==> src/hw/rtl/sorted_deadline_timer_queue_macros.svh <==
// Assertion macros for the timer queue
`ifndef SORTED_DEADLINE_TIMER_QUEUE_MACROS_SVH
`define SORTED_DEADLINE_TIMER_QUEUE_MACROS_SVH
// Implication checked on every clock edge outside reset
`define SDTQ_ASSERT_IMP(label, ante, cons, msg) \
  label: assert property (@(posedge clk) disable iff (rst) (ante) |-> (cons)) \
    else $error(msg);
// Next-cycle implication checked outside reset
`define SDTQ_ASSERT_NXT(label, ante, cons, msg) \
  label: assert property (@(posedge clk) disable iff (rst) (ante) |=> (cons)) \
    else $error(msg);
`endif

==> src/hw/rtl/sdtq_pkg.sv <==
`timescale 1ns / 1ps
// ----------------------------------------------------------------------------
// sdtq_pkg
// Shared types and codes of the sorted deadline timer queue.
// ----------------------------------------------------------------------------
package sdtq_pkg;
  localparam logic [2:0] OP_CREATE  = 3'd0;
  localparam logic [2:0] OP_RESET   = 3'd1;
  localparam logic [2:0] OP_CANCEL  = 3'd2;
  localparam logic [2:0] OP_RUN     = 3'd3;
  localparam logic [2:0] OP_TIMEOUT = 3'd4;

  localparam logic [2:0] K_CREATED  = 3'd0;
  localparam logic [2:0] K_EXPIRED  = 3'd1;
  localparam logic [2:0] K_TIMEOUT  = 3'd2;
  localparam logic [2:0] K_NOTIMER  = 3'd3;
  localparam logic [2:0] K_DONE     = 3'd4;
  localparam logic [2:0] K_ERROR    = 3'd5;

  localparam logic [47:0] MAX48     = 48'hFFFF_FFFF_FFFF;
  localparam logic [47:0] USEC_PER_SEC = 48'd1000000;
  // floor(2^42 / 15625): (t >> 16) * USEC_RECIP >> 32 undershoots t / 10^6 by under 2
  localparam logic [28:0] USEC_RECIP = 29'd281474976;

  typedef struct packed {
    logic [2:0]  op;
    logic [47:0] now_us;
    logic [31:0] period_us;
    logic        periodic;
    logic [31:0] client_tag;
    logic [3:0]  timer_id;
  } req_t;

  typedef struct packed {
    logic [2:0]  kind;
    logic [3:0]  slot_id;
    logic [31:0] tag_out;
    logic [28:0] timeout_sec;
    logic [19:0] timeout_usec;
    logic        last;
  } rsp_t;
endpackage

==> src/hw/rtl/sdtq_req_if.sv <==
`timescale 1ns / 1ps
// ----------------------------------------------------------------------------
// sdtq_req_if (sdtq_rsp_if is defined in sdtq_rsp_if.sv)
// Valid/ready channel carrying requests; results use the sdtq_rsp_if channel.
// ----------------------------------------------------------------------------
interface sdtq_req_if;
  logic           valid;
  logic           ready;
  sdtq_pkg::req_t payload;
  modport source (output valid, output payload, input ready);
  modport sink (input valid, input payload, output ready);
endinterface

==> src/hw/rtl/sdtq_rsp_if.sv <==
`timescale 1ns / 1ps
// ----------------------------------------------------------------------------
// sdtq_rsp_if
// Valid/ready channel carrying result transactions.
// ----------------------------------------------------------------------------
interface sdtq_rsp_if;
  logic           valid;
  logic           ready;
  sdtq_pkg::rsp_t payload;
  modport source (output valid, output payload, input ready);
  modport sink (input valid, input payload, output ready);
endinterface

==> src/hw/rtl/sorted_deadline_timer_queue.sv <==
`timescale 1ns / 1ps
// ----------------------------------------------------------------------------
// sorted_deadline_timer_queue
// Fixed-slot timer table with ordered expiry and timeout query.
// ----------------------------------------------------------------------------
// Usage: requests arrive on req (valid/ready), each with op and the current
// time; results leave on rsp, one or more per request, last marking the end.
// The block works on one request at a time and drops ready while busy.
// A shared comparator walks the slots one per cycle to find the free slot or
// the earliest timer. Create, reset, cancel and a run that fires nothing scan
// the table once, act on the result and then raise rsp.valid; the next
// request is taken only after that result has been accepted.
// Run: each firing is followed by a fresh scan so that last is known before
// the held expiry leaves; the first result therefore follows two scans, and
// each further one follows a further scan once the one before is accepted.
// Timeout: the seconds are split off by a reciprocal multiply and two
// correction steps, and the remainder gives the microseconds.
// Results are held in an output register; if the receiver stalls, the
// sequencer waits with the result held. Synchronous reset clears all timers,
// the order counter and the channel state.
// ----------------------------------------------------------------------------
`include "sorted_deadline_timer_queue_macros.svh"
module sorted_deadline_timer_queue #(
  parameter int SLOTS     = 16,
  parameter int MAX_FIRES = 64
) (
  input logic clk,
  input logic rst,
  sdtq_req_if.sink   req,
  sdtq_rsp_if.source rsp
);
  localparam int SW = (SLOTS > 1) ? $clog2(SLOTS) : 1;
  localparam int FW = $clog2(MAX_FIRES + 1);

  localparam logic [2:0] S_IDLE = 3'd0;
  localparam logic [2:0] S_SCAN = 3'd1;
  localparam logic [2:0] S_ACT  = 3'd2;
  localparam logic [2:0] S_DIV  = 3'd3;
  localparam logic [2:0] S_OUT  = 3'd4;

  logic [47:0] deadline [SLOTS];
  logic [31:0] interval [SLOTS];
  logic [31:0] tag_store [SLOTS];
  logic [31:0] arm_order [SLOTS];
  logic [SLOTS-1:0] repeat_flag;
  logic [SLOTS-1:0] armed;
  logic [31:0] order_counter;

  logic [2:0]  state;
  sdtq_pkg::req_t cur;
  logic [SW-1:0] idx;
  logic          found;
  logic [SW-1:0] best;
  logic [47:0]   best_dl;
  logic [31:0]   best_ord;
  logic [FW-1:0] fires;
  logic          more;     // more results follow the one held
  logic          pend;     // an expiry waits for the next scan to settle last
  logic [SW-1:0] pend_slot;
  logic [31:0]   pend_tag;
  logic [2:0]    div_cnt;
  logic [47:0]   diff;
  logic [60:0]   prod;
  logic [47:0]   qm;
  logic [28:0]   quo;
  logic [47:0]   rem;
  logic          rsp_valid;
  sdtq_pkg::rsp_t rsp_q;

  logic [SW-1:0] id_idx;
  logic          id_ok;
  logic [47:0]   cand_dl;
  logic          better;
  logic          due;
  logic [47:0]   create_dl;
  logic [47:0]   reset_dl;
  logic [47:0]   rearm_dl;
  logic [48:0]   sum_tmp;

  assign req.ready   = (state == S_IDLE);
  assign rsp.valid   = rsp_valid;
  assign rsp.payload = rsp_q;

  function automatic logic [47:0] sat_add(input logic [47:0] a, input logic [31:0] b);
    logic [48:0] s;
    s = {1'b0, a} + {17'd0, b};
    return s[48] ? sdtq_pkg::MAX48 : s[47:0];
  endfunction

  function automatic sdtq_pkg::rsp_t mk_rsp(input logic [2:0] kind, input logic [3:0] slot,
                                            input logic [31:0] tag, input logic fin);
    sdtq_pkg::rsp_t r;
    r = '0;
    r.kind    = kind;
    r.slot_id = slot;
    r.tag_out = tag;
    r.last    = fin;
    return r;
  endfunction

  assign id_idx   = SW'(cur.timer_id);
  assign id_ok    = ({28'd0, cur.timer_id} < 32'(SLOTS)) && armed[id_idx];
  assign cand_dl  = deadline[idx];
  assign better   = armed[idx] && (!found || cand_dl < best_dl ||
                    (cand_dl == best_dl && arm_order[idx] < best_ord));
  assign due      = found && (best_dl <= cur.now_us) && (32'(fires) < 32'(MAX_FIRES));
  assign create_dl = sat_add(cur.now_us, cur.period_us);
  assign reset_dl  = sat_add(cur.now_us, interval[id_idx]);
  assign rearm_dl  = sat_add(best_dl, interval[best]);
  assign sum_tmp   = {1'b0, best_dl} - {1'b0, cur.now_us};

  always_ff @(posedge clk) begin
    if (rst) begin
      state <= S_IDLE;
      armed <= '0;
      order_counter <= '0;
      rsp_valid <= 1'b0;
      fires <= '0;
      more <= 1'b0;
      pend <= 1'b0;
    end else begin
      case (state)
        S_IDLE: begin
          if (req.valid) begin
            cur   <= req.payload;
            idx   <= '0;
            found <= 1'b0;
            fires <= '0;
            state <= S_SCAN;
          end
        end
        S_SCAN: begin
          // create hunts the lowest free slot, everything else the earliest timer
          if (cur.op == sdtq_pkg::OP_CREATE) begin
            if (!armed[idx] && !found) begin
              found <= 1'b1;
              best  <= idx;
            end
          end else if (better) begin
            found    <= 1'b1;
            best     <= idx;
            best_dl  <= cand_dl;
            best_ord <= arm_order[idx];
          end
          if (32'(idx) == 32'(SLOTS - 1)) state <= S_ACT;
          else idx <= idx + SW'(1);
        end
        S_ACT: begin
          case (cur.op)
            sdtq_pkg::OP_CREATE: begin
              state <= S_OUT;
              more  <= 1'b0;
              if (found) begin
                interval[best]    <= cur.period_us;
                repeat_flag[best] <= cur.periodic;
                tag_store[best]   <= cur.client_tag;
                deadline[best]    <= create_dl;
                arm_order[best]   <= order_counter;
                armed[best]       <= 1'b1;
                order_counter     <= order_counter + 32'd1;
                rsp_q <= mk_rsp(sdtq_pkg::K_CREATED, 4'(best), 32'd0, 1'b1);
              end else begin
                rsp_q <= mk_rsp(sdtq_pkg::K_ERROR, 4'd0, 32'd0, 1'b1);
              end
            end
            sdtq_pkg::OP_RESET, sdtq_pkg::OP_CANCEL: begin
              state <= S_OUT;
              more  <= 1'b0;
              if (id_ok) begin
                if (cur.op == sdtq_pkg::OP_RESET) begin
                  deadline[id_idx]  <= reset_dl;
                  arm_order[id_idx] <= order_counter;
                  order_counter <= order_counter + 32'd1;
                end else begin
                  armed[id_idx] <= 1'b0;
                end
                rsp_q <= mk_rsp(sdtq_pkg::K_DONE, 4'd0, 32'd0, 1'b1);
              end else begin
                rsp_q <= mk_rsp(sdtq_pkg::K_ERROR, 4'd0, 32'd0, 1'b1);
              end
            end
            sdtq_pkg::OP_RUN: begin
              if (due) begin
                if (repeat_flag[best]) begin
                  deadline[best]  <= rearm_dl;
                  arm_order[best] <= order_counter;
                  order_counter   <= order_counter + 32'd1;
                end else begin
                  armed[best] <= 1'b0;
                end
                fires     <= fires + FW'(1);
                pend      <= 1'b1;
                pend_slot <= best;
                pend_tag  <= tag_store[best];
              end else begin
                pend <= 1'b0;
              end
              if (pend) begin
                // release the held expiry; it is final when nothing more is due
                rsp_q <= mk_rsp(sdtq_pkg::K_EXPIRED, 4'(pend_slot), pend_tag, !due);
                more  <= due;
                state <= S_OUT;
              end else if (due) begin
                // rescan before the first result leaves
                more  <= 1'b0;
                idx   <= '0;
                found <= 1'b0;
                state <= S_SCAN;
              end else begin
                more  <= 1'b0;
                rsp_q <= mk_rsp(sdtq_pkg::K_DONE, 4'd0, 32'd0, 1'b1);
                state <= S_OUT;
              end
            end
            sdtq_pkg::OP_TIMEOUT: begin
              more <= 1'b0;
              if (found) begin
                rsp_q   <= mk_rsp(sdtq_pkg::K_TIMEOUT, 4'd0, 32'd0, 1'b1);
                diff    <= sum_tmp[48] ? 48'd0 : sum_tmp[47:0];
                div_cnt <= '0;
                state   <= S_DIV;
              end else begin
                rsp_q <= mk_rsp(sdtq_pkg::K_NOTIMER, 4'd0, 32'd0, 1'b1);
                state <= S_OUT;
              end
            end
            default: begin
              more  <= 1'b0;
              rsp_q <= mk_rsp(sdtq_pkg::K_ERROR, 4'd0, 32'd0, 1'b1);
              state <= S_OUT;
            end
          endcase
        end
        S_DIV: begin
          // estimate seconds by reciprocal, then correct the estimate upward
          div_cnt <= div_cnt + 3'd1;
          case (div_cnt)
            3'd0: prod <= {29'd0, diff[47:16]} * {32'd0, sdtq_pkg::USEC_RECIP};
            3'd1: quo  <= prod[60:32];
            3'd2: qm   <= {19'd0, quo} * sdtq_pkg::USEC_PER_SEC;
            3'd3: rem  <= diff - qm;
            default: begin
              if (rem >= sdtq_pkg::USEC_PER_SEC) begin
                rem <= rem - sdtq_pkg::USEC_PER_SEC;
                quo <= quo + 29'd1;
              end
              if (div_cnt == 3'd5) state <= S_OUT;
            end
          endcase
        end
        S_OUT: begin
          if (rsp_valid && rsp.ready) begin
            rsp_valid <= 1'b0;
            idx <= '0;
            found <= 1'b0;
            state <= more ? S_SCAN : S_IDLE;
          end else if (!rsp_valid) begin
            if (rsp_q.kind == sdtq_pkg::K_TIMEOUT) begin
              rsp_q.timeout_sec  <= quo;
              rsp_q.timeout_usec <= rem[19:0];
            end
            rsp_valid <= 1'b1;
          end
        end
        default: state <= S_IDLE;
      endcase
    end
  end

  `SDTQ_ASSERT_IMP(a_busy_not_ready, state != S_IDLE, !req.ready, "ready while busy")
  `SDTQ_ASSERT_IMP(a_fire_cap, 1'b1, 32'(fires) <= 32'(MAX_FIRES), "fire count past limit")
  `SDTQ_ASSERT_NXT(a_hold, rsp_valid && !rsp.ready, $stable(rsp_q), "result changed under stall")
endmodule

==> src/flat_wrapper.sv <==
// flat-port wrapper written by rule: the top's interface ports become plain ports
module sorted_deadline_timer_queue_flat 
#(
  parameter int SLOTS     = 16,
  parameter int MAX_FIRES = 64
)
  (clk, rst, req_valid, req_payload, req_ready, rsp_valid, rsp_payload, rsp_ready);
  sdtq_req_if req_i ();
  sdtq_rsp_if rsp_i ();
  input logic clk;
  input logic rst;
  input wire logic [$bits(req_i.valid)-1:0] req_valid;
  input wire logic [$bits(req_i.payload)-1:0] req_payload;
  output wire logic [$bits(req_i.ready)-1:0] req_ready;
  output wire logic [$bits(rsp_i.valid)-1:0] rsp_valid;
  output wire logic [$bits(rsp_i.payload)-1:0] rsp_payload;
  input wire logic [$bits(rsp_i.ready)-1:0] rsp_ready;
  assign req_i.valid = req_valid;
  assign req_i.payload = req_payload;
  assign req_ready = req_i.ready;
  assign rsp_valid = rsp_i.valid;
  assign rsp_payload = rsp_i.payload;
  assign rsp_i.ready = rsp_ready;
  sorted_deadline_timer_queue #(.SLOTS(SLOTS), .MAX_FIRES(MAX_FIRES)) u_core (.clk(clk), .rst(rst), .req(req_i), .rsp(rsp_i));
endmodule
==> config.mk <==
export PLATFORM = sky130hd
export DESIGN_NAME = sorted_deadline_timer_queue_flat
export DESIGN_NICKNAME = d
export VERILOG_FILES = /design/src/hw/rtl/sdtq_pkg.sv /design/src/hw/rtl/sdtq_req_if.sv /design/src/hw/rtl/sdtq_rsp_if.sv /design/src/hw/rtl/sorted_deadline_timer_queue.sv /design/src/flat_wrapper.sv
export VERILOG_INCLUDE_DIRS = /design/src /design/src/hw/rtl
export SDC_FILE = /design/constraint.sdc
export NUM_CORES = 2
export LEC_CHECK = 0
export BUFFER_PORTS_ARGS = -buffer_cell sky130_fd_sc_hd__buf_2
export CORE_ASPECT_RATIO = 0.8
export CORE_MARGIN = 10
export CORE_UTILIZATION = 45
export CTS_CLUSTER_DIAMETER = 60
export DETAILED_ROUTE_END_ITERATION = 7
export MAX_ROUTING_LAYER = met4
export PLACE_DENSITY = 0.71
export RECOVER_POWER = 25
export SLEW_MARGIN = 10
export SYNTH_ARGS = -nofsm -noshare
export SYNTH_HDL_FRONTEND = slang
export SYNTH_SLANG_ARGS = --single-unit
==> constraint.sdc <==
create_clock -name clk -period 12.4 [get_ports clk]
set_input_delay 2.48 -clock clk [delete_from_list [all_inputs] [get_ports clk]]
set_output_delay 2.48 -clock clk [all_outputs]
set_load 0.05 [all_outputs]
==> results.json <==
{
  "outcome": "finished, final reports clean",
  "syn_area_mm2": 0.147,
  "die_x_um": 659,
  "rr_endpoint": "u_core.prod[60]",
  "hpwl_um": 258000,
  "grtUsageTotal_pct": 23.2,
  "min_period_ps": 8200,
  "syn-num-nets": 10316,
  "fill_cells": 26357,
  "min_delay_path_depth": 2,
  "ir_drop_uv": 173,
  "max_slew_margin_pct": 15.4,
  "reg2reg_depth": 22,
  "cts.hold.buffers_added": 0,
  "crit_fanout": 13,
  "areaGrowthSynthToFinish_pct": 11.5,
  "portBuffers": 214,
  "initial_core_util_pct": 45.2,
  "viasPerCell": 6.05,
  "antenna_found_initial": 28,
  "core_area_mm2": 0.325,
  "critPathArrivalTime_ps": 8740,
  "clk_latency_ps": 920,
  "worstPathRequired_ps": 12940,
  "wirelength_um": 399000,
  "p_leak_nw": 58.3,
  "syn_inst": 9020,
  "synth-main-ff-cell": "edfxtp_1",
  "post_cts_buffers": 0,
  "drtAntennaViolNets": 0,
  "final_nets": 10677,
  "r2r_start": "u_core.diff[31]",
  "cts.repair.resized": 0,
  "rsz0062_at_grt": "false",
  "ys_seq_area_share_pct": 59.3,
  "fin_ws_ps": 4200,
  "gp_congestion": 0.967,
  "clkSlewWorstSetupHoldPaths_ps": 60,
  "seq_power_share_pct": 41.0,
  "dr.pass1.iters": 8,
  "maxCapViolCount": 0,
  "rows": 187,
  "critPathLaunchType": "flip-flop",
  "setup_tns_ps": 0,
  "h-tree-depth": 5,
  "grt_pass1_wl_um": 588000,
  "die_area_mm2": 0.350,
  "tightest_slew_ps": 1260,
  "setup_viol": 0,
  "drtIter0Drc": 10175,
  "io_pins": 215,
  "cts_root_buf": "clkbuf_16",
  "yosys_warnings": 0,
  "hold_start": "u_core.more",
  "cts.sinks": 2926,
  "final_cell_mix": "edfxtp_1, mux4_2, inv_1",
  "route.vias.total": 84679,
  "die_h_um": 531,
  "skew_ps": 143,
  "pwr-share-clk_pct": 31.0,
  "fmax_mhz": 122,
  "ys_seq_elements": 2926,
  "cts_tree": "done",
  "synth_cell_type_count": 90,
  "hold_viol_final": 0,
  "drcViolationCount": 0,
  "internal_power_mw": 20.2,
  "grt_start_max_net_pins": 125,
  "syn_area_per_cell_um2": 16.3,
  "final_common_cell": "edfxtp_1",
  "swShare_pct": 31.0,
  "reg2reg_slack_ps": 4200,
  "endpoint_kind": "flip-flop",
  "overflow": 0,
  "grt_pass1_vias": 85665,
  "crit_type": "flip-flop to flip-flop",
  "finalCritPeriodShare_pct": 66.1,
  "drv_slew": 0,
  "async_flop_share_pct": 0,
  "routedWlPerCell_um": 28.5,
  "hold_slack_ps": 460,
  "cts_buffers": 305,
  "comb_power_share_pct": 28.0,
  "clk_path_buf_depth": 4,
  "synth_edf_count": 2853,
  "hold_end": "u_core.more",
  "pre_cts_slack_ps": 4430,
  "hp-class": "flip-flop to flip-flop",
  "cellPowerDensity_mw_per_mm2": 179,
  "power_switching_mw": 9.08,
  "drive_above_1_share_pct": 19.1
}
-- synth_stat cells (all sizes together), types with 54 or more instances --
cell type | number | area share [%]
nor2 | 376 | 0.96
dfxtp | 73 | 0.99
buf | 70 | 0.18
xor2 | 144 | 0.86
xnor2 | 242 | 1.4
nor2b | 57 | 0.24
clkbuf | 252 | 0.64
o21ai | 241 | 0.82
nand4 | 63 | 0.27
nand3 | 102 | 0.35
ha | 747 | 6.4
and3 | 99 | 0.42
mux4 | 892 | 14
a21o | 192 | 0.98
fa | 425 | 5.8
a21oi | 344 | 1.2
inv | 864 | 2.2
edfxtp | 2853 | 58
nor3 | 75 | 0.26
nand2 | 270 | 0.69
o21a | 54 | 0.28
-- flip-flops by register name, indices dropped and copies added (netlist names), 32 cells and up, named ones only --
name and count:
u_core.tag_store 512, u_core.pend_tag 32, u_core.diff 48, u_core.rsp.payload 89, u_core.best_dl 48, u_core.rem 48, u_core.cur 116, u_core.order_counter 32
u_core.qm 42, u_core.arm_order 512, u_core.interval 512, u_core.deadline 768, u_core.best_ord 32
-- worst max path at each step --
stage | from | to | slack, ps | depth (start not counted)
finish | u_core.diff[31] | u_core.prod[60] | 4200 | 22
global route | u_core.diff[31] | u_core.prod[60] | 3870 | 22
CTS | u_core.diff[31] | u_core.prod[60] | 4350 | 22
detailed placement | u_core.diff[31] | u_core.prod[60] | 4430 | 22
global placement | flip-flop | u_core.deadline[10][10] | 4290 | 14
floorplan | flip-flop | u_core.best_dl[0] | 850 | 16
-- worst max-delay path, stage by stage (launching register included) --
cell	delay, ps
edfxtp_1	950
fa_1	580
fa_1	500
inv_1	60
fa_1	510
fa_1	510
inv_1	60
fa_1	460
fa_1	540
inv_1	50
fa_1	490
inv_1	40
ha_1	300
nand4_1	140
nor3_1	100
o311ai_0	170
nand4_1	360
a211oi_1	890
nor3_1	230
o21ai_0	280
a21oi_1	160
o41ai_1	390
xnor2_1	130
-- kinds of logic after synthesis --
| group | count (synthesis) | synth area share, % |
|---|---|---|
| simple gates | 1247 | 4.17 |
| xor+xnor | 386 | 2.30 |
| buf+inv | 1186 | 3.03 |
| mux | 930 | 14.0 |
| fa+ha+maj | 1172 | 12.2 |
| compound gates | 1173 | 5.06 |
| flops | 2926 | 59.3 |
-- cell type report --
type | instances | area [um^2] | area share [%]
diodes | 18 | 45.0 | 0.0275
multi-input cells | 4908 | 55700 | 34.0
inverters | 864 | 3240 | 1.98
well taps | 4347 | 5440 | 3.32
clock inverters | 183 | 1880 | 1.15
repair buffers | 376 | 2390 | 1.46
clock buffers | 367 | 7980 | 4.87
flip-flops and latches | 2926 | 87200 | 53.2
-- power groups by stage --
stage               logic (mW)  registers (mW)  clock network [mW]
global route              8.83            12.0                9.60
floorplan                 5.71            12.0                   0
global placement          7.94            12.2                   0
finish                    8.20            12.0                9.07
detailed placement        8.05            12.2                   0
CTS                       8.12            12.0                9.19
-- layer usage --
| layer | vias to the layer above | GRT usage [%] | wire (um) |
|---|---|---|---|
| met5 | - | - | 0 |
| met4 | 0 | 6.22 | 11900 |
| met3 | 634 | 4.19 | 36100 |
| met2 | 4239 | 35.8 | 186000 |
| met1 | 44267 | 32.0 | 164000 |
| li1 | 35539 | - | - |
-- per-stage QoR --
stage               instance area [um^2]  utilization [%]  cells  total power [mW]
finish                            164000             50.4  13989              29.3
global route                      164000             50.4  13983              30.4
CTS                               164000             50.4  13964              29.3
detailed placement                154000             47.4  13414              20.2
global placement                  154000             47.4  13410              20.1
floorplan                         147000                -   9020              17.7
Power figures use the tool's default switching activity.
